[config.mk]
export PLATFORM = sky130hd
export DESIGN_NAME = imm_front
export DESIGN_NICKNAME = d
export VERILOG_FILES = /design/src/hdl/imm_pkg.sv /design/src/hdl/imm_front.sv
export SDC_FILE = /design/constraint.sdc
export NUM_CORES = 1
export LEC_CHECK = 0
export ABC_AREA = 0
export BUFFER_PORTS_ARGS = -buffer_cell sky130_fd_sc_hd__buf_2
export CAP_MARGIN = 0
export CORE_ASPECT_RATIO = 0.7
export CORE_UTILIZATION = 26
export DETAILED_ROUTE_END_ITERATION = 12
export MAX_ROUTING_LAYER = met4
export PLACE_DENSITY = 0.85
export SYNTH_ARGS = -nofsm -noshare
export SYNTH_HDL_FRONTEND = slang
export SYNTH_SLANG_ARGS = --single-unit
[constraint.sdc]
create_clock -name vclk -period 2.1
set_input_delay 0.42 -clock vclk [all_inputs]
set_output_delay 0.42 -clock vclk [all_outputs]
set_load 0.1 [all_outputs]
[src/hdl/imm_pkg.sv]
`timescale 1ns / 1ps
// Shared types, codes and constants for the integer matrix multiply unit.
// No dependencies; every other file of the block but imm_ram imports this package.
package imm_pkg;

	// default matrix dimension held by each store
	localparam int MAX_DIM_DEF = 16;

	// fixed widths of the item fields
	localparam int DATA_W = 32;
	localparam int IDX_FW = 4;
	localparam int CMD_W  = 2;
	localparam int CFG_W  = 5;
	localparam int CFG_IW = 2;

	// depth of the queue between front and back
	localparam int QDEPTH = 2;

	// command codes carried on the input tuser
	localparam logic [CMD_W-1:0] CMD_LOAD_A = 2'd0;
	localparam logic [CMD_W-1:0] CMD_LOAD_B = 2'd1;
	localparam logic [CMD_W-1:0] CMD_READ   = 2'd2;

	// configuration register indexes
	localparam logic [CFG_IW-1:0] REG_ROWS_A = 2'd0;
	localparam logic [CFG_IW-1:0] REG_INNER  = 2'd1;
	localparam logic [CFG_IW-1:0] REG_COLS_B = 2'd2;

	// register value after reset
	localparam logic [CFG_W-1:0] CFG_RESET = 5'd16;

	// classified operation handed from front to back
	typedef enum logic [1:0] {
		OP_LOAD_A = 2'd0,
		OP_LOAD_B = 2'd1,
		OP_READ   = 2'd2,
		OP_OOB    = 2'd3
	} op_kind_t;

	typedef struct packed {
		op_kind_t           kind;
		logic [IDX_FW-1:0]  row;
		logic [IDX_FW-1:0]  col;
		logic [DATA_W-1:0]  value;
		logic [CFG_W-1:0]   nk;
	} op_t;

	// configuration register set
	typedef struct packed {
		logic [CFG_W-1:0] rows_a;
		logic [CFG_W-1:0] inner_size;
		logic [CFG_W-1:0] cols_b;
	} cfg_t;

endpackage

[src/hdl/imm_front.sv]
`timescale 1ns / 1ps
// Front end: accepts input items, checks them against the store size and
// the configured product size, and pushes classified operations. Uses imm_pkg.
module imm_front import imm_pkg::*; #(
	parameter int MAX_DIM = MAX_DIM_DEF
) (
	input  logic              s_tvalid,
	output logic              s_tready,
	input  logic [CMD_W-1:0]  cmd,
	input  logic [IDX_FW-1:0] row_index,
	input  logic [IDX_FW-1:0] col_index,
	input  logic [DATA_W-1:0] element_value,
	input  cfg_t              cfg,
	input  logic              q_full,
	output logic              push,
	output op_t               push_op
);

	logic [CFG_W-1:0] nr;
	logic [CFG_W-1:0] nk;
	logic [CFG_W-1:0] nc;
	logic             in_store;
	logic             in_range;
	logic             keep;

	// saturate the registers to the store dimension
	always_comb begin
		nr = (int'(cfg.rows_a) > MAX_DIM)     ? CFG_W'(MAX_DIM) : cfg.rows_a;
		nk = (int'(cfg.inner_size) > MAX_DIM) ? CFG_W'(MAX_DIM) : cfg.inner_size;
		nc = (int'(cfg.cols_b) > MAX_DIM)     ? CFG_W'(MAX_DIM) : cfg.cols_b;
	end

	assign in_store = (int'(row_index) < MAX_DIM) && (int'(col_index) < MAX_DIM);
	assign in_range = ({1'b0, row_index} < nr) && ({1'b0, col_index} < nc);

	// classify the item; drop loads outside the store and unused commands
	always_comb begin
		push_op.row   = row_index;
		push_op.col   = col_index;
		push_op.value = element_value;
		push_op.nk    = nk;
		push_op.kind  = OP_OOB;
		keep          = 1'b0;
		case (cmd)
			CMD_LOAD_A: begin
				push_op.kind = OP_LOAD_A;
				keep         = in_store;
			end
			CMD_LOAD_B: begin
				push_op.kind = OP_LOAD_B;
				keep         = in_store;
			end
			CMD_READ: begin
				push_op.kind = in_range ? OP_READ : OP_OOB;
				keep         = 1'b1;
			end
			default: begin
				keep = 1'b0;
			end
		endcase
	end

	assign s_tready = !q_full;
	assign push     = s_tvalid && !q_full && keep;

endmodule

# Yosys cells after proc, flatten, opt, wreduce, memory -nomap -nowiden
# Index checks and enable logic that the tools add are counted.
# classes
n_mux	6
n_eq_ne	2
n_lt_le_gt_ge	5
reduce_logical	6
# ops
cell	n
greater-than comparator 5 bit, second input constant	3
two-way mux 5 bit	3
less-than comparator 4 x 5 -> 1 bit	2
one-hot mux 2 bit (3 select lines)	1
logical AND 1 bit	3
OR reduction 3 bit	1
equality test 2 x 1 -> 1 bit, second input constant	1
equality test 2 bit, second input constant	1
logical NOT 2 bit	1
two-way mux 1 bit	2
logical NOT 1 bit	1
# totals
inputBits	59
regBits	0
word_cells	19

# Depth between registers and ports, before layout
# logic_depth
ltp_word	6
depth_mapped	5
depth_no_buf	5

# Worst setup path after synthesis
# OpenSTA, ideal clock, no wires.
# synth_timing
path_kind	input -> output
startpoint	input q_full
endpoint	output push
required_time_ns	1.680
cell_stages	2
setup_slack_ns	-0.247
arrival_time_ns	1.927
path_cell_list	inv_1 -> and3_1
# synth_via
elab_chain_len	3
# synth_lines
item	line	source
from (decl)	imm_front.sv:14	input logic q_full,
logical NOT 1 bit	imm_front.sv:64	assign push = s_tvalid && !q_full && keep;
logical AND 1 bit (2 in a row)	imm_front.sv:64	
to (decl)	imm_front.sv:15	output logic push,
# No other way between the ends.

==> impl_metrics.toml <==
[outcome]
status = "finished with violations"
violations = "design-rule violations, negative setup slack"

[worst_setup_path]
worst_setup_path_start_kind = "input pin"
path_cells = "buf_8 -> nand2b_4 -> ha_4 -> a2111o_1 -> a221o_4 -> buf_12"
cp_slowest_cell = "a2111o_1"
cp.required_ns = 1.68
arrival_ns = 1.79
slowest_delay_ns = 0.38
crit_path_max_fanout = 4
critical_path_class = "input pin to output pin"
end_kind = "output pin"

[power]
peakVddDrop_mv = 0.1560
p_total_mw = 0.2535
p_int_mw = 0.07471
p_seq_share_pct = 0
switching_power_mw = 0.1788
clkPwrFrac_pct = 0
switching_share_pct = 70.54
pwr-share-comb_pct = 100.0
p_leak_nw = 0.3347
p_per_area_nw_per_um2 = 402.9

[logic_synthesis]
synth.top_cell.area_share_pct = 55.17
synthTopCellsByCount = "buf_4 (40), ha_1 (6), nand2b_1 (6), nor2b_1 (4), nor2_1 (3)"
ys_top_cells_by_area = "buf_4 (55%), ha_1 (14%), nand2b_1 (6.9%), nor2b_1 (4.6%), nor3b_1 (2.8%)"
synth_nets = 138
yosysMostFrequentCell = "buf_4"
syn_avg_cell_area_um2 = 7.456
yosys.area.top_type = "buf_4"
synthDistinctLibCells = 16
netlist_instances = 73
ys_warn_count = 0
seq_area_frac_synth_pct = 0
syn_area_um2 = 544.3

[timing]
setup_viol = 1
rsz0062_at_grt = "true"
slew_headroom_pct = 67.30
hold_viol = 0
clock.fmax_ghz = 0.4524
min_period_ns = 2.210
fin_crit_sh_pct = 105.3
final.setup.worst_slack_ns = -0.1103
worst_pin_slew_ns = 0.4938
final-max-slew-violation-count = 0

[hold_path]
hold-path-cell-count = 0
holdCritStartpoint = "element_value[5]"
holdPathEnd = "push_op[10]"
hold_class = "input pin to output pin"

[finish]
antennaDiodeCount = 0
fin_nets = 143
final_util_pct = 32.79
drive_gt1_share_pct = 81.58
seq_cells = 0
register_area_um2 = 0
syn_to_final_growth_pct = 15.63
nClkBuffers = 0

[routing]
antenna_left = 0
dr.pass1.iters = 7
wl_um = 1113
vias = 450
wire_per_inst_um = 11.36
vias_per_cell = 4.592
drc_errors = 9
drt_iter0_drc = 12

[die]
die_w_um = 56.69
design.core.area_um2 = 1919
start_util_pct = 28.36
rows = 13
die_h_um = 40.28
ioPinCount = 108
dieArea_um2 = 2283

[grt]
antenna_found_initial = 0
grt_max_degree = 6
grt_pass1_wl_um = 1483
track_usage_pct = 8.625
grt_pass1_vias = 380
overflow = 0

[run]
max_cap_viol_count = 0

[placed_design]
numPortBuffers = 44
gp_congestion = 0.7243
dp_hpwl_um = 954.9

[clocking]
post_cts.repair.setup_buffers = 0
hold_buffers = 0
[worst max-delay path by stage]
stage	slack, ns	cells after the start	start	end
after global placement	-0.20	8	cfg[4]	push_op[45]
after floorplan	-0.002	2	q_full	push
after detailed placement	-0.24	8	cfg[4]	push_op[45]
after global routing	-0.14	6	cfg[4]	push_op[45]
final	-0.11	6	cfg[4]	push_op[45]
after CTS	-0.19	6	cfg[4]	push_op[45]
[through the flow]
| step | setup TNS (ns) | setup slack [ns] | instances | area, um^2 | hold slack, ns |
|---|---|---|---|---|---|
| 3_3_place_gp | -0.1969 | -0.1969 | 99 | 536.8 | 0.8407 |
| 5_1_grt | -0.1413 | -0.1413 | 98 | 629.4 | 0.8402 |
| 4_1_cts | -0.1869 | -0.1869 | 99 | 570.5 | 0.8407 |
| 3_5_place_dp | -0.2435 | -0.2435 | 99 | 536.8 | 0.8407 |
| 2_1_floorplan | -0.001701 | -0.001701 | 73 | 566.8 | 1.015 |
| 6_report | -0.1103 | -0.1103 | 98 | 629.4 | 0.8400 |
[cells in the final DEF (no fill, tap or decap), drive strengths merged]
cell type / instances
a221o: 1
nor2b: 4
nor4b: 1
nor2: 3
nand2: 1
nand2b: 7
o21ai: 2
and3: 1
nor3b: 2
nor3: 1
buf: 45
ha: 6
inv: 1
a2111o: 1
[cell type report]
class / count / area, um^2
fill: 203 / 1290
timing repair buffer: 45 / 252.7
tap: 22 / 27.53
multi-input combinational: 30 / 345.3
inverter: 1 / 3.754
[worst max-delay path: cells and delay by family]
| kind | cells | cell delay [ns] |
|---|---|---|
| buffers and inverters | 2 | 0.27 |
| AOI/OAI and AO/OA | 2 | 0.75 |
| adders and majority gates | 1 | 0.20 |
| and+or+nand+nor | 1 | 0.14 |
[repair_timing]
action | CTS | global route
pin swaps | 3 | 8
endpoints found under the hold margin | 0 | 0
setup endpoints to repair | 1 | 1
resized for setup | 5 | 11
[power groups by stage]
| stage | clock (mW) | sequential (mW) | combinational, mW |
|---|---|---|---|
| final | 0 | 0 | 0.254 |
| after global routing | 0 | 0 | 0.266 |
| after CTS | 0 | 0 | 0.238 |
| after detailed placement | 0 | 0 | 0.231 |
| after global placement | 0 | 0 | 0.228 |
| after floorplan | 0 | 0 | 0.469 |
[cells by family after synthesis]
| kind of cell | after synthesis | share of synthesized area (%) |
|---|---|---|
| compound gates | 4 | 5.747 |
| fa+ha+maj | 6 | 13.79 |
| buf+inv | 43 | 57.24 |
| simple gates | 20 | 23.22 |
[routing by layer]
metal,vias to the layer above,share of wire [%],GRT usage (%),wire length [um]
met4,0,1.2,1.250,13
li1,202,-,-,-
met1,196,29,6.679,319
met2,50,58,21.13,640
met5,-,0,-,0
met3,2,13,2.258,140
No activity file was read; power rests on OpenSTA's default activity.
