<file path="src/hdl/imm_pkg.sv">
`timescale 1ns / 1ps
// Shared types, codes and constants for the integer matrix multiply unit.
// No dependencies; every other file of the block but imm_ram imports this package.
package imm_pkg;

	// default matrix dimension held by each store
	localparam int MAX_DIM_DEF = 16;

	// fixed widths of the item fields
	localparam int DATA_W = 32;
	localparam int IDX_FW = 4;
	localparam int CMD_W  = 2;
	localparam int CFG_W  = 5;
	localparam int CFG_IW = 2;

	// depth of the queue between front and back
	localparam int QDEPTH = 2;

	// command codes carried on the input tuser
	localparam logic [CMD_W-1:0] CMD_LOAD_A = 2'd0;
	localparam logic [CMD_W-1:0] CMD_LOAD_B = 2'd1;
	localparam logic [CMD_W-1:0] CMD_READ   = 2'd2;

	// configuration register indexes
	localparam logic [CFG_IW-1:0] REG_ROWS_A = 2'd0;
	localparam logic [CFG_IW-1:0] REG_INNER  = 2'd1;
	localparam logic [CFG_IW-1:0] REG_COLS_B = 2'd2;

	// register value after reset
	localparam logic [CFG_W-1:0] CFG_RESET = 5'd16;

	// classified operation handed from front to back
	typedef enum logic [1:0] {
		OP_LOAD_A = 2'd0,
		OP_LOAD_B = 2'd1,
		OP_READ   = 2'd2,
		OP_OOB    = 2'd3
	} op_kind_t;

	typedef struct packed {
		op_kind_t           kind;
		logic [IDX_FW-1:0]  row;
		logic [IDX_FW-1:0]  col;
		logic [DATA_W-1:0]  value;
		logic [CFG_W-1:0]   nk;
	} op_t;

	// configuration register set
	typedef struct packed {
		logic [CFG_W-1:0] rows_a;
		logic [CFG_W-1:0] inner_size;
		logic [CFG_W-1:0] cols_b;
	} cfg_t;

endpackage

</file>
<file path="src/hdl/imm_queue.sv">
`timescale 1ns / 1ps
// Short FIFO of classified operations between the front and the back.
// Depends on imm_pkg for op_t and QDEPTH.
module imm_queue import imm_pkg::*; (
	input  logic clk,
	input  logic arst_n,
	input  logic push,
	input  op_t  push_op,
	output logic full,
	input  logic pop,
	output op_t  pop_op,
	output logic not_empty
);

	localparam int PW = (QDEPTH > 1) ? $clog2(QDEPTH) : 1;
	localparam int CW = $clog2(QDEPTH + 1);

	op_t           mem_q [QDEPTH];
	logic [PW-1:0] wr_ptr_q;
	logic [PW-1:0] rd_ptr_q;
	logic [CW-1:0] cnt_q;

	assign full      = (cnt_q == CW'(QDEPTH));
	assign not_empty = (cnt_q != '0);
	assign pop_op    = mem_q[rd_ptr_q];

	// store the pushed item
	always_ff @(posedge clk) begin
		if (push) begin
			mem_q[wr_ptr_q] <= push_op;
		end
	end

	// advance pointers and fill count
	always_ff @(posedge clk or negedge arst_n) begin
		if (!arst_n) begin
			wr_ptr_q <= '0;
			rd_ptr_q <= '0;
			cnt_q    <= '0;
		end else begin
			if (push) begin
				wr_ptr_q <= (wr_ptr_q == PW'(QDEPTH - 1)) ? '0 : wr_ptr_q + 1'b1;
			end
			if (pop) begin
				rd_ptr_q <= (rd_ptr_q == PW'(QDEPTH - 1)) ? '0 : rd_ptr_q + 1'b1;
			end
			if (push && !pop) begin
				cnt_q <= cnt_q + 1'b1;
			end else if (pop && !push) begin
				cnt_q <= cnt_q - 1'b1;
			end
		end
	end

endmodule

</file>
<file path="config.mk">
export PLATFORM = sky130hd
export DESIGN_NAME = imm_queue
export DESIGN_NICKNAME = d
export VERILOG_FILES = /design/src/hdl/imm_pkg.sv /design/src/hdl/imm_queue.sv
export SDC_FILE = /design/constraint.sdc
export NUM_CORES = 1
export LEC_CHECK = 0
export ABC_AREA = 1
export CAP_MARGIN = 10
export CORE_MARGIN = 2
export CORE_UTILIZATION = 50
export DETAILED_ROUTE_END_ITERATION = 10
export DONT_BUFFER_PORTS = 1
export GPL_TIMING_DRIVEN = 1
export HOLD_SLACK_MARGIN = 0.1
export SLEW_MARGIN = 0
export SYNTH_ARGS = -nofsm -noshare
export SYNTH_HDL_FRONTEND = slang
export SYNTH_SLANG_ARGS = --single-unit
</file>
<file path="constraint.sdc">
create_clock -name clk -period 3.7 [get_ports clk]
set_clock_uncertainty 0.15 [all_clocks]
set_input_delay 0.74 -clock clk [delete_from_list [all_inputs] [get_ports clk]]
set_output_delay 0.74 -clock clk [all_outputs]
set_load 0.1 [all_outputs]
</file>
# After elaboration in Yosys (flattened, before gate mapping)
# Memory sizes are Yosys's and may differ from the RTL's.
# Index checks and enable logic that the tools add are counted.
word_totals:
  mem_bits_rw: 94
  in_bits: 51
  mem_count: 1
  output_inout_bits: 49
  ff_bits: 4
  word_cells: 21
memory_table:
  columns: ["name", "words", "width", "rd", "rd_ports_with_merged_regs", "wr", "line_no", "rtl"]
  rows:
  - ["mem_q", 2, 47, 1, 0, 1, "imm_queue.sv:18", "op_t mem_q [QDEPTH];"]
classes:
  add_sub_neg: 4
  n_reduce_logical: 6
  n_mux: 6
  eq_ne: 1
ops:
  columns: ["cell", "n"]
  rows:
  - ["1-bit two-way mux", 4]
  - ["2-bit two-way mux", 2]
  - ["2-bit nonzero test", 2]
  - ["1-bit adder (second input constant)", 2]
  - ["2-bit by 1-bit adder with 2-bit output (second input constant)", 1]
  - ["2-bit equality test (second input constant)", 1]
  - ["1-bit logical AND", 2]
  - ["1-bit logical NOT", 2]
  - ["2-bit by 1-bit subtractor with 2-bit output (second input constant)", 1]

# Depth between registers and ports, before layout
logic_depth:
  word_depth: 4
  depth_mapped: 7
  ltp_nobuf: 7

# Worst setup path before layout
# No wires, ideal clock.
synth_timing:
  kind: "input -> register"
  from: "input port push"
  to: "memory mem_q[0][0] (netlist bit), enable pin"
  required_time_ns: 3.097
  setup_time_ns: 0.453
  n_path_buf: 0
  arrival_time_ns: 2.755
  cell_stages: 2
  setup_slack_ns: 0.342
  path_cell_list: "inv_1 > nor2_1"
synth_via:
  elab_chain_cells: 2
synth_lines:
  columns: ["item", "line_no", "rtl"]
  rows:
  - ["start, declared", "imm_queue.sv:7", "input logic push,"]
  - ["1-bit two-way mux", "imm_queue.sv:29", "if (push) begin"]
  - ["1-bit two-way mux (implied by the code)", "imm_queue.sv:30", "mem_q[wr_ptr_q] <= push_op;"]
  - ["end, declared", "imm_queue.sv:18", null]
# No other way between the ends.

==> metrics.txt <==
status=complete, no violations; Via Count=1502; drt total wl=5400 um; WL/cell=18.9 um; number of vias per cell=5.25; CTS Root Cell=clkbuf_8; maximum net fanout on the critical path=40; final slew viol count=0; post-route ant nets=0; vias in the first global route=between 1.5k and 2k; Seq cells post-synth=98; DR DRC count=0; row cnt=31; sequential share of the synthesized area=0.795; Arr. time, crit path=2.16 ns; Die ar.=8060 um2; async set-or-reset flop fraction in the synthesized netlist=0.0408; router iterations before antenna repair=3; GRT Util Overall=0.139; Max Cap Viol=0; commonest register cell after synthesis=edfxtp_1; Final Setup Violations=0; HP Class=in -> reg; area growth from synthesis to layout=9.63%; Num CTS Buffers=9; DP Wirelength=3670 um; syn_nets=approximately 220; RSZ-0062 raised after global routing=false; first-iteration detailed-routing DRC count=74; Worst Max-Slew Pin Slew=around 1.1 ns; CP max-delay cell=dfrtp_2; Final nets=234; critical path class=reg -> out; largest cells by area after synthesis=edfxtp_1 (77%), mux2_2 (8.3%), mux2_4 (8.2%); largest family of logic cells by synthesized area=multiplexers; Worst path max stage delay=1.03 ns; largest net degree at the start of global routing=48; Critical Path RT=2.81 ns; Synth Area in XOR/XNOR=0.00715; crit end category=primary output; IO Count=100; routability congestion estimate=0.677; CP startpoint kind=flip-flop; die width=around 90 um; Cells after Synth=between 150 and 200; Initial Util=0.512; clock sink total=just under 100; multiplexer share of the synthesized area=0.164; Synth cell types=14; Simple-Gate Fraction of Synth Area=0.0112; Synth Area in Compound Gates=0; Synth Warn #=0; count leader, synth=edfxtp_1; Peak Freq=0.328 GHz; Fin Setup TNS=0 ns; antenna violations before repair=0; Synth Area in Adders=0.00340; crit path cell chain=buf_4 -> mux2_4; post-synthesis cell area=3680 um2; most frequent cells after synthesis=edfxtp_1 (94), mux2_2 (27), mux2_4 (20); H-tree levels=3; share of cells above drive strength 1=0.380; total gr overflow=0; Min Clock Period, post-route=roughly 3.0 ns; first-pass GRT wire length=about 8300 um; Clk Latency, worst-skew pair=0.33 ns; IO Port Bufs=0; core area=between 7000 and 8000 um2; Hold Vio Cnt, Final=0; relative slew slack=0.292; Antenna diodes=0; area leader, netlist=edfxtp_1; Die Ht=~90 um; syn_area_per_cell=21.5 um2; Synth top area share=0.768; Post-synth EDFFs=between 90 and 100; Longest Clk Path Bufs=2; Final Cycle Share=0.823; clock-pin slew on the worst setup and hold paths=0.09 ns; CTS tree=built
-- path summary, 6_finish.rpt --
check / endpoint / start / cells past startpoint / slack, ns
worst max-delay path: pop_op[6] / rd_ptr_q / 2 / 0.65
worst min-delay path: rd_ptr_q / pop / 1 / 0.32
worst max register to register: mem_q[1][12] / wr_ptr_q / 2 / 1.89
worst min register to register: cnt_q[1] / cnt_q[1] / 2 / 0.35
max in group asynchronous: rd_ptr_q / arst_n / 1 / 2.69
min in group asynchronous: cnt_q[0] / arst_n / 1 / 0.52
-- through the flow --
stage	instance area [um2]	worst slack, ns	instances	utilization	hold slack (ns)
after global routing	4030	0.523	286	0.562	0.286
after global placement	3800	1.04	269	0.529	0.295
after detailed placement	3800	0.990	269	0.529	0.295
after floorplan	3680	0.342	171	-	0.292
final	4030	0.654	286	0.562	0.319
after CTS	4030	0.600	286	0.562	0.300
-- per-layer routing --
| layer | up-vias | wire length [um] | share of wire | global-route usage |
|---|---|---|---|---|
| met5 | - | 0 | 0 | 0 |
| met4 | 0 | 48 | 0.0089 | 0.0628 |
| met3 | 5 | 543 | 0.10 | 0.0729 |
| met2 | 65 | 2950 | 0.55 | 0.244 |
| met1 | 754 | 1860 | 0.34 | 0.136 |
| li1 | 678 | - | - | - |
-- what timing repair did --
item / 4_1_cts / 5_1_grt
setup buffers: 0 / 0
hold endpoints to repair: 4 / 0
resized for setup: 0 / 0
hold buffers: 1 / 0
-- sequential cells by signal, indices dropped and copies added, names as in the netlist --
name      cells
cnt_q         2
mem_q        94
wr_ptr_q      1
rd_ptr_q      1
-- critical path, delay by kind of cell, from the launching register on --
| family | cells | cell delay [ns] |
|---|---|---|
| multiplexers | 1 | 0.45 |
| flip-flops | 1 | 1.03 |
| buffers and inverters | 1 | 0.32 |
-- kinds of logic (layout without fill, tap and decap cells) --
kind of cell | count (synthesis) | after routing
xor+xnor | 3 | 3
fa+ha+maj | 1 | 1
buf+inv | 12 | 28
flops | 98 | 98
mux | 47 | 47
simple gates | 10 | 10
-- cell usage in the layout, fill, tap and decap left out --
cell type,instances
mux2_4,20
dfrtp_2,1
inv_6,3
clkinvlp_4,1
edfxtp_1,94
dfrtp_1,3
dlygate4sd3_1,1
inv_1,6
bufinv_16,2
nand3_1,1
xor2_1,2
xnor2_1,1
inv_2,1
mux2_2,27
nor2_4,1
clkinv_2,1
clkbuf_8,9
nor2_2,1
buf_4,4
nand2_1,6
ha_1,1
nand4_1,1
-- layout make-up --
cell class / instances / area, um2
flip-flops and latches: 98 / 2920
clock inverters: 7 / 98.8
multi-input cells: 61 / 694
well taps: 99 / 124
repair buffers: 5 / 40.0
fillers: 546 / 3140
inverters: 7 / 26.3
clock buffers: 9 / 124
Power is left out: the tool's default activity adds up to more than one toggle a clock period on the data nets, which glitch-free logic cannot reach.
